File: config.mk
export PLATFORM = sky130hd
export DESIGN_NAME = date_to_utc_micros
export DESIGN_NICKNAME = d
export VERILOG_FILES = /design/src/design/dtu_pkg.sv /design/src/design/dtu_days.sv /design/src/design/dtu_tod.sv /design/src/design/date_to_utc_micros.sv
export VERILOG_INCLUDE_DIRS = /design/src /design/src/design
export SDC_FILE = /design/constraint.sdc
export NUM_CORES = 2
export LEC_CHECK = 0
export ABC_AREA = 1
export BUFFER_PORTS_ARGS = -buffer_cell sky130_fd_sc_hd__buf_2
export CORE_MARGIN = 2
export CORE_UTILIZATION = 65
export CTS_BUF_LIST = sky130_fd_sc_hd__clkbuf_2 sky130_fd_sc_hd__clkbuf_4 sky130_fd_sc_hd__clkbuf_8
export CTS_CLUSTER_SIZE = 25
export DETAILED_ROUTE_END_ITERATION = 16
export PLACE_DENSITY = 0.87
export RECOVER_POWER = 50
export SLEW_MARGIN = 30
export SYNTH_ARGS = -nofsm -noshare
export SYNTH_HDL_FRONTEND = slang
export SYNTH_HIERARCHICAL = 1
export SYNTH_SLANG_ARGS = --single-unit
export TNS_END_PERCENT = 30
File: constraint.sdc
create_clock -name clk -period 14.55 [get_ports clk]
set_input_delay 0.7275 -clock clk [delete_from_list [all_inputs] [get_ports clk]]
set_output_delay 0.7275 -clock clk [all_outputs]
set_load 0.01 [all_outputs]
File: src/design/date_to_utc_micros_defines.svh
// ----------------------------------------------------------------------------
// date_to_utc_micros_defines
// assertion macros shared by the date to utc conversion block
// ----------------------------------------------------------------------------
`ifndef DATE_TO_UTC_MICROS_DEFINES_SVH
`define DATE_TO_UTC_MICROS_DEFINES_SVH

// antecedent implies consequent in the same cycle
`define DTU_ASSERT_NOW(label, clk, rst_n, ante, cons) \
  label: assert property (@(posedge clk) disable iff (!rst_n) (ante) |-> (cons)) \
    else $error("dtu check failed: same-cycle implication");

// antecedent implies consequent in the next cycle
`define DTU_ASSERT_NEXT(label, clk, rst_n, ante, cons) \
  label: assert property (@(posedge clk) disable iff (!rst_n) (ante) |=> (cons)) \
    else $error("dtu check failed: next-cycle implication");

`endif

File: src/design/dtu_pkg.sv
// ----------------------------------------------------------------------------
// dtu_pkg
// widths, constants, types and the month table of the date to utc block
// ----------------------------------------------------------------------------
`default_nettype none

package dtu_pkg;

  // field widths
  localparam int YEAR_W   = 14;
  localparam int MONTH_W  = 4;
  localparam int DAY_W    = 5;
  localparam int HOUR_W   = 5;
  localparam int MINUTE_W = 6;
  localparam int SECOND_W = 6;
  localparam int SIGN_W   = 2;
  localparam int ZONE_W   = 14;
  localparam int UTC_W    = 59;

  // internal widths
  localparam int DAYS_W = 24;
  localparam int TOD_W  = 28;

  // pipeline depth, sub-pipelines line up at stage four
  localparam int PIPE_DEPTH = 7;

  // zone sign codes
  localparam logic [SIGN_W-1:0] SIGN_PLUS  = 2'd0;
  localparam logic [SIGN_W-1:0] SIGN_MINUS = 2'd1;

  // calendar constants
  localparam int DAYS_PER_ERA  = 146097;
  localparam int EPOCH_SHIFT   = 719468;
  localparam int SECS_PER_DAY  = 86400;
  localparam int MICROS_ODD    = 15625;  // 1000000 = 15625 << 6

  // per-stage control travelling with the data
  typedef struct packed {
    logic vld;
    logic acc;
  } pipe_ctl_t;

  // days from march 1 to the first of the month, (153*mp+2)/5
  function automatic logic [8:0] month_base(input logic [MONTH_W-1:0] m);
    logic [8:0] v;
    unique case (m)
      4'd0:  v = 9'd275;
      4'd1:  v = 9'd306;
      4'd2:  v = 9'd337;
      4'd3:  v = 9'd0;
      4'd4:  v = 9'd31;
      4'd5:  v = 9'd61;
      4'd6:  v = 9'd92;
      4'd7:  v = 9'd122;
      4'd8:  v = 9'd153;
      4'd9:  v = 9'd184;
      4'd10: v = 9'd214;
      4'd11: v = 9'd245;
      4'd12: v = 9'd275;
      4'd13: v = 9'd306;
      4'd14: v = 9'd337;
      4'd15: v = 9'd367;
    endcase
    return v;
  endfunction

endpackage

`default_nettype wire

File: src/design/dtu_days.sv
// ----------------------------------------------------------------------------
// dtu_days
// four-stage day count pipeline: era, year of era, day of era, days since 1970
// ----------------------------------------------------------------------------
`default_nettype none

module dtu_days import dtu_pkg::*; (
  input  wire logic                       clk,
  input  wire logic                       en,
  input  wire logic [YEAR_W-1:0]          year,
  input  wire logic [MONTH_W-1:0]         month,
  input  wire logic [DAY_W-1:0]           day,
  output logic signed [DAYS_W-1:0]        days
);

  // stage 1: march-based year, era quotient product, day of year
  logic               jan_feb;
  logic signed [14:0] y_s;
  logic signed [14:0] s1_y_r;
  logic [15:0]        s1_eq_r, s1_eq_nxt;
  logic signed [9:0]  s1_doy_r, s1_doy_nxt;

  assign jan_feb    = (month <= 4'd2);
  assign y_s        = $signed({1'b0, year}) - $signed({14'd0, jan_feb});
  // y/400 = (y>>4)/25, and (x*41)>>10 is exact for x below 1024
  assign s1_eq_nxt  = 16'(y_s[13:4]) * 16'd41;
  assign s1_doy_nxt = $signed({1'b0, month_base(month)}) + $signed({5'd0, day}) - 10'sd1;

  always_ff @(posedge clk) begin
    if (en) begin
      s1_y_r   <= y_s;
      s1_eq_r  <= s1_eq_nxt;
      s1_doy_r <= s1_doy_nxt;
    end
  end

  // stage 2: era and year of era, year -1 falls in era -1
  logic [5:0]        era_u;
  logic              y_neg;
  logic signed [6:0] s2_era_r, s2_era_nxt;
  logic [8:0]        s2_yoe_r, s2_yoe_nxt;
  logic signed [9:0] s2_doy_r;

  assign era_u      = s1_eq_r[15:10];
  assign y_neg      = s1_y_r[14];
  assign s2_era_nxt = y_neg ? -7'sd1 : $signed({1'b0, era_u});
  assign s2_yoe_nxt = y_neg ? 9'd399 : 9'(s1_y_r[13:0] - 14'(era_u) * 14'd400);

  always_ff @(posedge clk) begin
    if (en) begin
      s2_era_r <= s2_era_nxt;
      s2_yoe_r <= s2_yoe_nxt;
      s2_doy_r <= s1_doy_r;
    end
  end

  // stage 3: day of era and era days
  logic [1:0]                cent;
  logic [17:0]               doe_u;
  logic signed [18:0]        s3_doe_r, s3_doe_nxt;
  logic signed [DAYS_W-1:0]  s3_era_days_r, s3_era_days_nxt;

  always_comb begin
    if (s2_yoe_r >= 9'd300) begin
      cent = 2'd3;
    end else if (s2_yoe_r >= 9'd200) begin
      cent = 2'd2;
    end else if (s2_yoe_r >= 9'd100) begin
      cent = 2'd1;
    end else begin
      cent = 2'd0;
    end
  end

  assign doe_u           = 18'(s2_yoe_r) * 18'd365 + 18'(s2_yoe_r[8:2]) - 18'(cent);
  assign s3_doe_nxt      = $signed({1'b0, doe_u}) + 19'(s2_doy_r);
  assign s3_era_days_nxt = DAYS_W'(s2_era_r) * DAYS_W'(DAYS_PER_ERA);

  always_ff @(posedge clk) begin
    if (en) begin
      s3_doe_r      <= s3_doe_nxt;
      s3_era_days_r <= s3_era_days_nxt;
    end
  end

  // stage 4: days since 1970-01-01
  logic signed [DAYS_W-1:0] s4_days_r, s4_days_nxt;

  assign s4_days_nxt = s3_era_days_r + DAYS_W'(s3_doe_r) - DAYS_W'(EPOCH_SHIFT);

  always_ff @(posedge clk) begin
    if (en) begin
      s4_days_r <= s4_days_nxt;
    end
  end

  assign days = s4_days_r;

endmodule

`default_nettype wire

File: src/design/dtu_tod.sv
// ----------------------------------------------------------------------------
// dtu_tod
// four-stage time of day pipeline: local seconds of day minus zone offset
// ----------------------------------------------------------------------------
`default_nettype none

module dtu_tod import dtu_pkg::*; (
  input  wire logic                    clk,
  input  wire logic                    en,
  input  wire logic [HOUR_W-1:0]       hour,
  input  wire logic [MINUTE_W-1:0]     minute,
  input  wire logic [SECOND_W-1:0]     second,
  input  wire logic [SIGN_W-1:0]       zone_sign,
  input  wire logic [ZONE_W-1:0]       zone_number,
  output logic signed [TOD_W-1:0]      tod
);

  // stage 1: local seconds, zone/100 product, offset format
  logic [16:0]       t1_hms_r, t1_hms_nxt;
  logic [22:0]       t1_zq_r, t1_zq_nxt;
  logic [ZONE_W-1:0] t1_zone_r;
  logic              t1_big_r, t1_minus_r;

  assign t1_hms_nxt = 17'(hour) * 17'd3600 + 17'(minute) * 17'd60 + 17'(second);
  // zone/100 = (zone>>2)/25, and (x*1311)>>15 is exact for x below 4096
  assign t1_zq_nxt  = 23'(zone_number[13:2]) * 23'd1311;

  always_ff @(posedge clk) begin
    if (en) begin
      t1_hms_r   <= t1_hms_nxt;
      t1_zq_r    <= t1_zq_nxt;
      t1_zone_r  <= zone_number;
      t1_big_r   <= (zone_number >= 14'd100);
      t1_minus_r <= (zone_sign == SIGN_MINUS);
    end
  end

  // stage 2: offset hours and minutes
  logic [7:0]        zq;
  logic [ZONE_W-1:0] zrem;
  logic [ZONE_W-1:0] t2_off_h_r, t2_off_h_nxt;
  logic [6:0]        t2_off_m_r, t2_off_m_nxt;
  logic [16:0]       t2_hms_r;
  logic              t2_minus_r;

  assign zq           = t1_zq_r[22:15];
  assign zrem         = t1_zone_r - 14'(zq) * 14'd100;
  assign t2_off_h_nxt = t1_big_r ? 14'(zq) : t1_zone_r;
  assign t2_off_m_nxt = t1_big_r ? zrem[6:0] : 7'd0;

  always_ff @(posedge clk) begin
    if (en) begin
      t2_off_h_r <= t2_off_h_nxt;
      t2_off_m_r <= t2_off_m_nxt;
      t2_hms_r   <= t1_hms_r;
      t2_minus_r <= t1_minus_r;
    end
  end

  // stage 3: offset in seconds
  logic [25:0] t3_off_r, t3_off_nxt;
  logic [16:0] t3_hms_r;
  logic        t3_minus_r;

  assign t3_off_nxt = 26'(t2_off_h_r) * 26'd3600 + 26'(t2_off_m_r) * 26'd60;

  always_ff @(posedge clk) begin
    if (en) begin
      t3_off_r   <= t3_off_nxt;
      t3_hms_r   <= t2_hms_r;
      t3_minus_r <= t2_minus_r;
    end
  end

  // stage 4: apply offset, a minus offset is added back
  logic signed [TOD_W-1:0] t4_tod_r, t4_tod_nxt;
  logic signed [TOD_W-1:0] hms_s, off_s;

  assign hms_s      = $signed({11'd0, t3_hms_r});
  assign off_s      = $signed({2'd0, t3_off_r});
  assign t4_tod_nxt = t3_minus_r ? (hms_s + off_s) : (hms_s - off_s);

  always_ff @(posedge clk) begin
    if (en) begin
      t4_tod_r <= t4_tod_nxt;
    end
  end

  assign tod = t4_tod_r;

endmodule

`default_nettype wire

File: src/design/date_to_utc_micros.sv
// ----------------------------------------------------------------------------
// date_to_utc_micros
// split local date and time with zone offset to utc microseconds since 1970
// ----------------------------------------------------------------------------
// Usage:
//   in_*  channel carries one date item (year, month, day, hour, minute,
//         second, zone sign and zone digits); out_* channel returns one
//         result item per input item, in order, as out_utc_micros and
//         out_valid_res. A zone sign other than plus or minus gives
//         out_valid_res 0 and out_utc_micros 0.
//   Throughput: one item per cycle while no stall holds the pipe. Depth:
//         seven register stages from acceptance to out_valid (four for day count
//         and time of day in parallel, then seconds of day, seconds total,
//         and the microsecond multiply into the output register).
//   Stall: when out_valid is high and out_ready low, the whole pipeline
//         holds and in_ready drops in the same cycle; nothing is lost or
//         repeated, and the pipe resumes the cycle out_ready returns.
//   Reset: rst_n low (synchronous) clears all stage valid bits; the pipe is
//         empty and ready in the first cycle after reset.
// ----------------------------------------------------------------------------
`default_nettype none

`include "date_to_utc_micros_defines.svh"

module date_to_utc_micros import dtu_pkg::*; (
  input  wire logic                     clk,
  input  wire logic                     rst_n,
  input  wire logic                     in_valid,
  output logic                          in_ready,
  input  wire logic [YEAR_W-1:0]        in_year,
  input  wire logic [MONTH_W-1:0]       in_month,
  input  wire logic [DAY_W-1:0]         in_day,
  input  wire logic [HOUR_W-1:0]        in_hour,
  input  wire logic [MINUTE_W-1:0]      in_minute,
  input  wire logic [SECOND_W-1:0]      in_second,
  input  wire logic [SIGN_W-1:0]        in_zone_sign,
  input  wire logic [ZONE_W-1:0]        in_zone_number,
  output logic                          out_valid,
  input  wire logic                     out_ready,
  output logic signed [UTC_W-1:0]       out_utc_micros,
  output logic                          out_valid_res
);

  // global advance: the pipe moves unless a finished item waits
  logic      en;
  pipe_ctl_t ctl_r [1:PIPE_DEPTH];
  pipe_ctl_t ctl_in;

  assign en       = !ctl_r[PIPE_DEPTH].vld || out_ready;
  assign in_ready = en;

  assign ctl_in.vld = in_valid;
  assign ctl_in.acc = (in_zone_sign == SIGN_PLUS) || (in_zone_sign == SIGN_MINUS);

  // control shift line
  always_ff @(posedge clk) begin
    if (!rst_n) begin
      for (int i = 1; i <= PIPE_DEPTH; i++) begin
        ctl_r[i] <= '0;
      end
    end else if (en) begin
      ctl_r[1] <= ctl_in;
      for (int i = 2; i <= PIPE_DEPTH; i++) begin
        ctl_r[i] <= ctl_r[i-1];
      end
    end
  end

  // stages 1-4: day count and time of day side by side
  logic signed [DAYS_W-1:0] days;
  logic signed [TOD_W-1:0]  tod;

  dtu_days u_days (
    .clk   (clk),
    .en    (en),
    .year  (in_year),
    .month (in_month),
    .day   (in_day),
    .days  (days)
  );

  dtu_tod u_tod (
    .clk         (clk),
    .en          (en),
    .hour        (in_hour),
    .minute      (in_minute),
    .second      (in_second),
    .zone_sign   (in_zone_sign),
    .zone_number (in_zone_number),
    .tod         (tod)
  );

  // stage 5: seconds of the day count
  logic signed [40:0]      s5_secs_day_r, s5_secs_day_nxt;
  logic signed [TOD_W-1:0] s5_tod_r;

  assign s5_secs_day_nxt = 41'(days) * 41'(SECS_PER_DAY);

  always_ff @(posedge clk) begin
    if (en) begin
      s5_secs_day_r <= s5_secs_day_nxt;
      s5_tod_r      <= tod;
    end
  end

  // stage 6: total utc seconds
  logic signed [41:0] s6_secs_r, s6_secs_nxt;

  assign s6_secs_nxt = 42'(s5_secs_day_r) + 42'(s5_tod_r);

  always_ff @(posedge clk) begin
    if (en) begin
      s6_secs_r <= s6_secs_nxt;
    end
  end

  // stage 7: microseconds, low bits only, times 15625 then shift by 6, zero when rejected
  logic signed [52:0]      micros_odd;
  logic signed [UTC_W-1:0] s7_micros_r, s7_micros_nxt;

  assign micros_odd    = 53'(s6_secs_r) * 53'(MICROS_ODD);
  assign s7_micros_nxt = ctl_r[PIPE_DEPTH-1].acc ? $signed({micros_odd, 6'd0}) : '0;

  always_ff @(posedge clk) begin
    if (en) begin
      s7_micros_r <= s7_micros_nxt;
    end
  end

  assign out_valid      = ctl_r[PIPE_DEPTH].vld;
  assign out_valid_res  = ctl_r[PIPE_DEPTH].acc;
  assign out_utc_micros = s7_micros_r;

  // checks
  `DTU_ASSERT_NOW(a_reject_zero, clk, rst_n, out_valid && !out_valid_res, out_utc_micros == '0)
  `DTU_ASSERT_NOW(a_stall_blocks_in, clk, rst_n, out_valid && !out_ready, !in_ready)
  `DTU_ASSERT_NOW(a_drain_opens_in, clk, rst_n, out_ready, in_ready)
  `DTU_ASSERT_NEXT(a_accept_enters, clk, rst_n, in_valid && in_ready, ctl_r[1].vld)

endmodule

`default_nettype wire

==> impl_metrics.toml <==
[status]
status = "finished, violations left"
violations = "capacitance limit, slew limit"

[die]
io_pins = 122
design.core.area_sq_um = 79300
fp.dieW_microns = 287
rows = 103
dieArea_sq_um = 82500
die_height_microns = 287
initial_utilization_pct = 65.8

[placement]
placed_area_sq_um = 54000
dpl.hpwl_microns = 98000
placed_cells = 7189
port_buffers = 115
place_congestion = 0.963

[yosys]
yosys.area.top_type_share_pct = 25.3
synth.area.top_cells = "edfxtp_1 25%, ha_1 22%, fa_1 16%"
synth_edf_count = 440
ys_warn_count = 6
ys_seq_elements = 440
synthesis.area_sq_um = 52100
synthArstFlopShare_pct = 0
ys_types = 64
yosysMostFrequentCell = "inv_1"
ys.flop_type = "edfxtp_1"
syn_inst = 6044
syn_area_per_cell_sq_um = 8.63
synth_seq_area_share_pct = 25.3
synthTopCellsByCount = "1374 x inv_1, 1163 x nand2_1, 896 x ha_1"
yosysTopAreaCell = "edfxtp_1"

[clock_network]
cts_tree = "yes"
cts-htree-levels = 3
numCtsBuffers = 77
clock-sinks = 440
clkLatencyLatePin_ns = 0.70
clock_path_buffers = 3
cts-root-buf = "clkbuf_8"
cts_resized = 0
cts_setup_buffers = 0
clk_pin_slew_ns = 0.06
holdBufCountCts = 0

[run]
cap_violations = 3

[timing]
period_share_pct = 47.8
setup_viol = 0
finalSetupTns_ns = 0
fmax_ghz = 0.144
max_slew_margin_pct = -155
hold_ws_ns = 0.234
slew_violations = 169
period_minus_slack_ns = 6.95
finClkSkew_ns = 0.0314
tightest_slew_ns = 3.82
hold_viol_final = 0
rsz0062_at_grt = "false"

[hold_path]
min_to = "u_tod/t1_hms_r[1]$_DFFE_PP_"
hold-path-cell-count = 1
min_path_type = "in2reg"
hp-start = "in_second[1]"

[setup_path]
ff2ff_path_depth = 5
rr_endpoint = "u_days/s3_era_days_r[19]$_DFFE_PP_"
crit_arrival_ns = 6.22
crit_chain = "nand2_1 > clkbuf_1 > buf_12 > buf_2"
r2r_start = "ctl_r[0][13]$_SDFFCE_PN0P_"
crit_path_start_kind = "register"
cpPeakStageDelay_ns = 2.77
cp-end-kind = "primary output"
crit_buf_inv = 3
cpLargestDelayFamily = "buffers and inverters"
cp_slowest_cell = "clkbuf_1"
r2r_slack_ns = 7.96
path_max_fanout = 121
crit_required_ns = 13.82
critPathKind = "reg2out"
startpoint = "ctl_r[0][13]$_SDFFCE_PN0P_"

[layout]
num-fill-cells = 6074
layout-drive-gt1-share_pct = 4.22
final_nets = 7593
ff_latch_area_sq_um = 13200
multi_input_area_sq_um = 33500
final_cell_area_sq_um = 55400
final_cells = 7327
area_growth_pct = 6.33

[grt]
antenna_found_initial = 1
grt_overflow = 0
grt_pass1_wl_microns = 193000
grt_max_degree = 194
first_global_vias = 40600
grt_usage_pct = 28.7

[route]
firstDrtPassIters = 8
drt_wl_total_microns = 117000
drc_errors = 0
first_iter_violations = 2557
vias_per_cell = 5.40
wl_per_cell_microns = 15.9
routed-via-count = 39600
ant_nets = 0
[layout make-up]
class,count,area share (%)
clock buffers,88,2.06
diodes,2,0.00903
repair buffers,122,1.03
flip-flops and latches,440,23.8
multi-input cells,4185,60.5
well taps,1050,2.37
inverters,1393,9.43
clock inverters,47,0.801
[cells by family (layout without fill, tap and decap cells)]
kind of cell             count (synthesis)  after routing  share of synthesized area, %
AO/OA/AOI/OAI                          617            617                          6.58
XOR/XNOR                               232            232                          3.91
adder cells (fa/ha/maj)               1314           1314                          37.6
buffers and inverters                 1424           1650                          10.3
flip-flops                             440            440                          25.3
multiplexers                             2              2                        0.0384
other                                    1              8                       0.00719
AND/OR/NAND/NOR                       2014           2014                          16.2
[cell usage in the layout (no fill, tap or decap), drive strengths merged, types with 3 or more instances in the layout]
cell,Yosys,final
nor3,50,50
a31oi,10,10
inv,1389,1391
xor2,177,177
a21oi,304,304
and2,9,9
a21o,28,28
a21boi,11,11
fa,418,418
nand2,1188,1188
bufinv,0,6
and3,3,3
o21bai,28,28
buf,16,48
nand3b,12,12
a211oi,10,10
o21a,16,16
nor2,431,431
edfxtp,440,440
nand2b,4,4
clkinv,4,42
xnor2,55,55
conb,1,6
nand3,235,235
or2,13,13
nand4,52,52
o21ai,195,195
ha,896,896
nor4,14,14
clkbuf,15,162
o211ai,5,5
[through the flow]
step | utilization [%] | worst slack (ns)
after global routing | 69.9 | 6.99
after CTS | 70.1 | 8.41
after global placement | 68.1 | 8.44
final | 69.9 | 7.60
after floorplan | - | 2.88
after detailed placement | 68.1 | 8.45
[per-layer routing]
metal	track usage (%)	wire, microns	up-vias
met5	0	0	-
met4	9.40	3570	0
met3	3.53	5170	249
met2	51.6	58500	1065
met1	35.7	49400	18600
li1	-	-	19600
[worst max path at each step]
stage	endpoint	slack [ns]	depth (start not counted)
final	in_ready	7.60	4
after global routing	in_ready	6.99	4
after CTS	u_days/s3_doe_r[17]$_DFFE_PP_	8.41	29
after detailed placement	u_days/s3_doe_r[17]$_DFFE_PP_	8.45	29
after global placement	u_days/s3_doe_r[17]$_DFFE_PP_	8.44	29
after floorplan	ctl_r[0][10]$_SDFFCE_PN0P_	2.88	5
[sequential cells by signal (all words and copies together), names as in the netlist, 19 cells and up]
| name | flops |
|---|---|
| u_days/s3_era_days_r | 24 |
| s5_secs_day_r | 34 |
| u_days/days | 24 |
| out_utc_micros | 53 |
| s5_tod_r | 28 |
| u_days/s3_doe_r | 19 |
| u_tod/tod | 28 |
| u_tod/t3_off_r | 24 |
| s6_secs_r | 42 |
[worst register-to-register path, cell delays in order (launching register included)]
cell      delay [ns]
edfxtp_1        0.42
nand2_1         1.37
clkbuf_1        2.78
buf_12          0.59
buf_12          0.42
buf_16          0.52
Power is not shown: default switching activity piles up to over one toggle a cycle in this logic, so the estimate is an artifact.
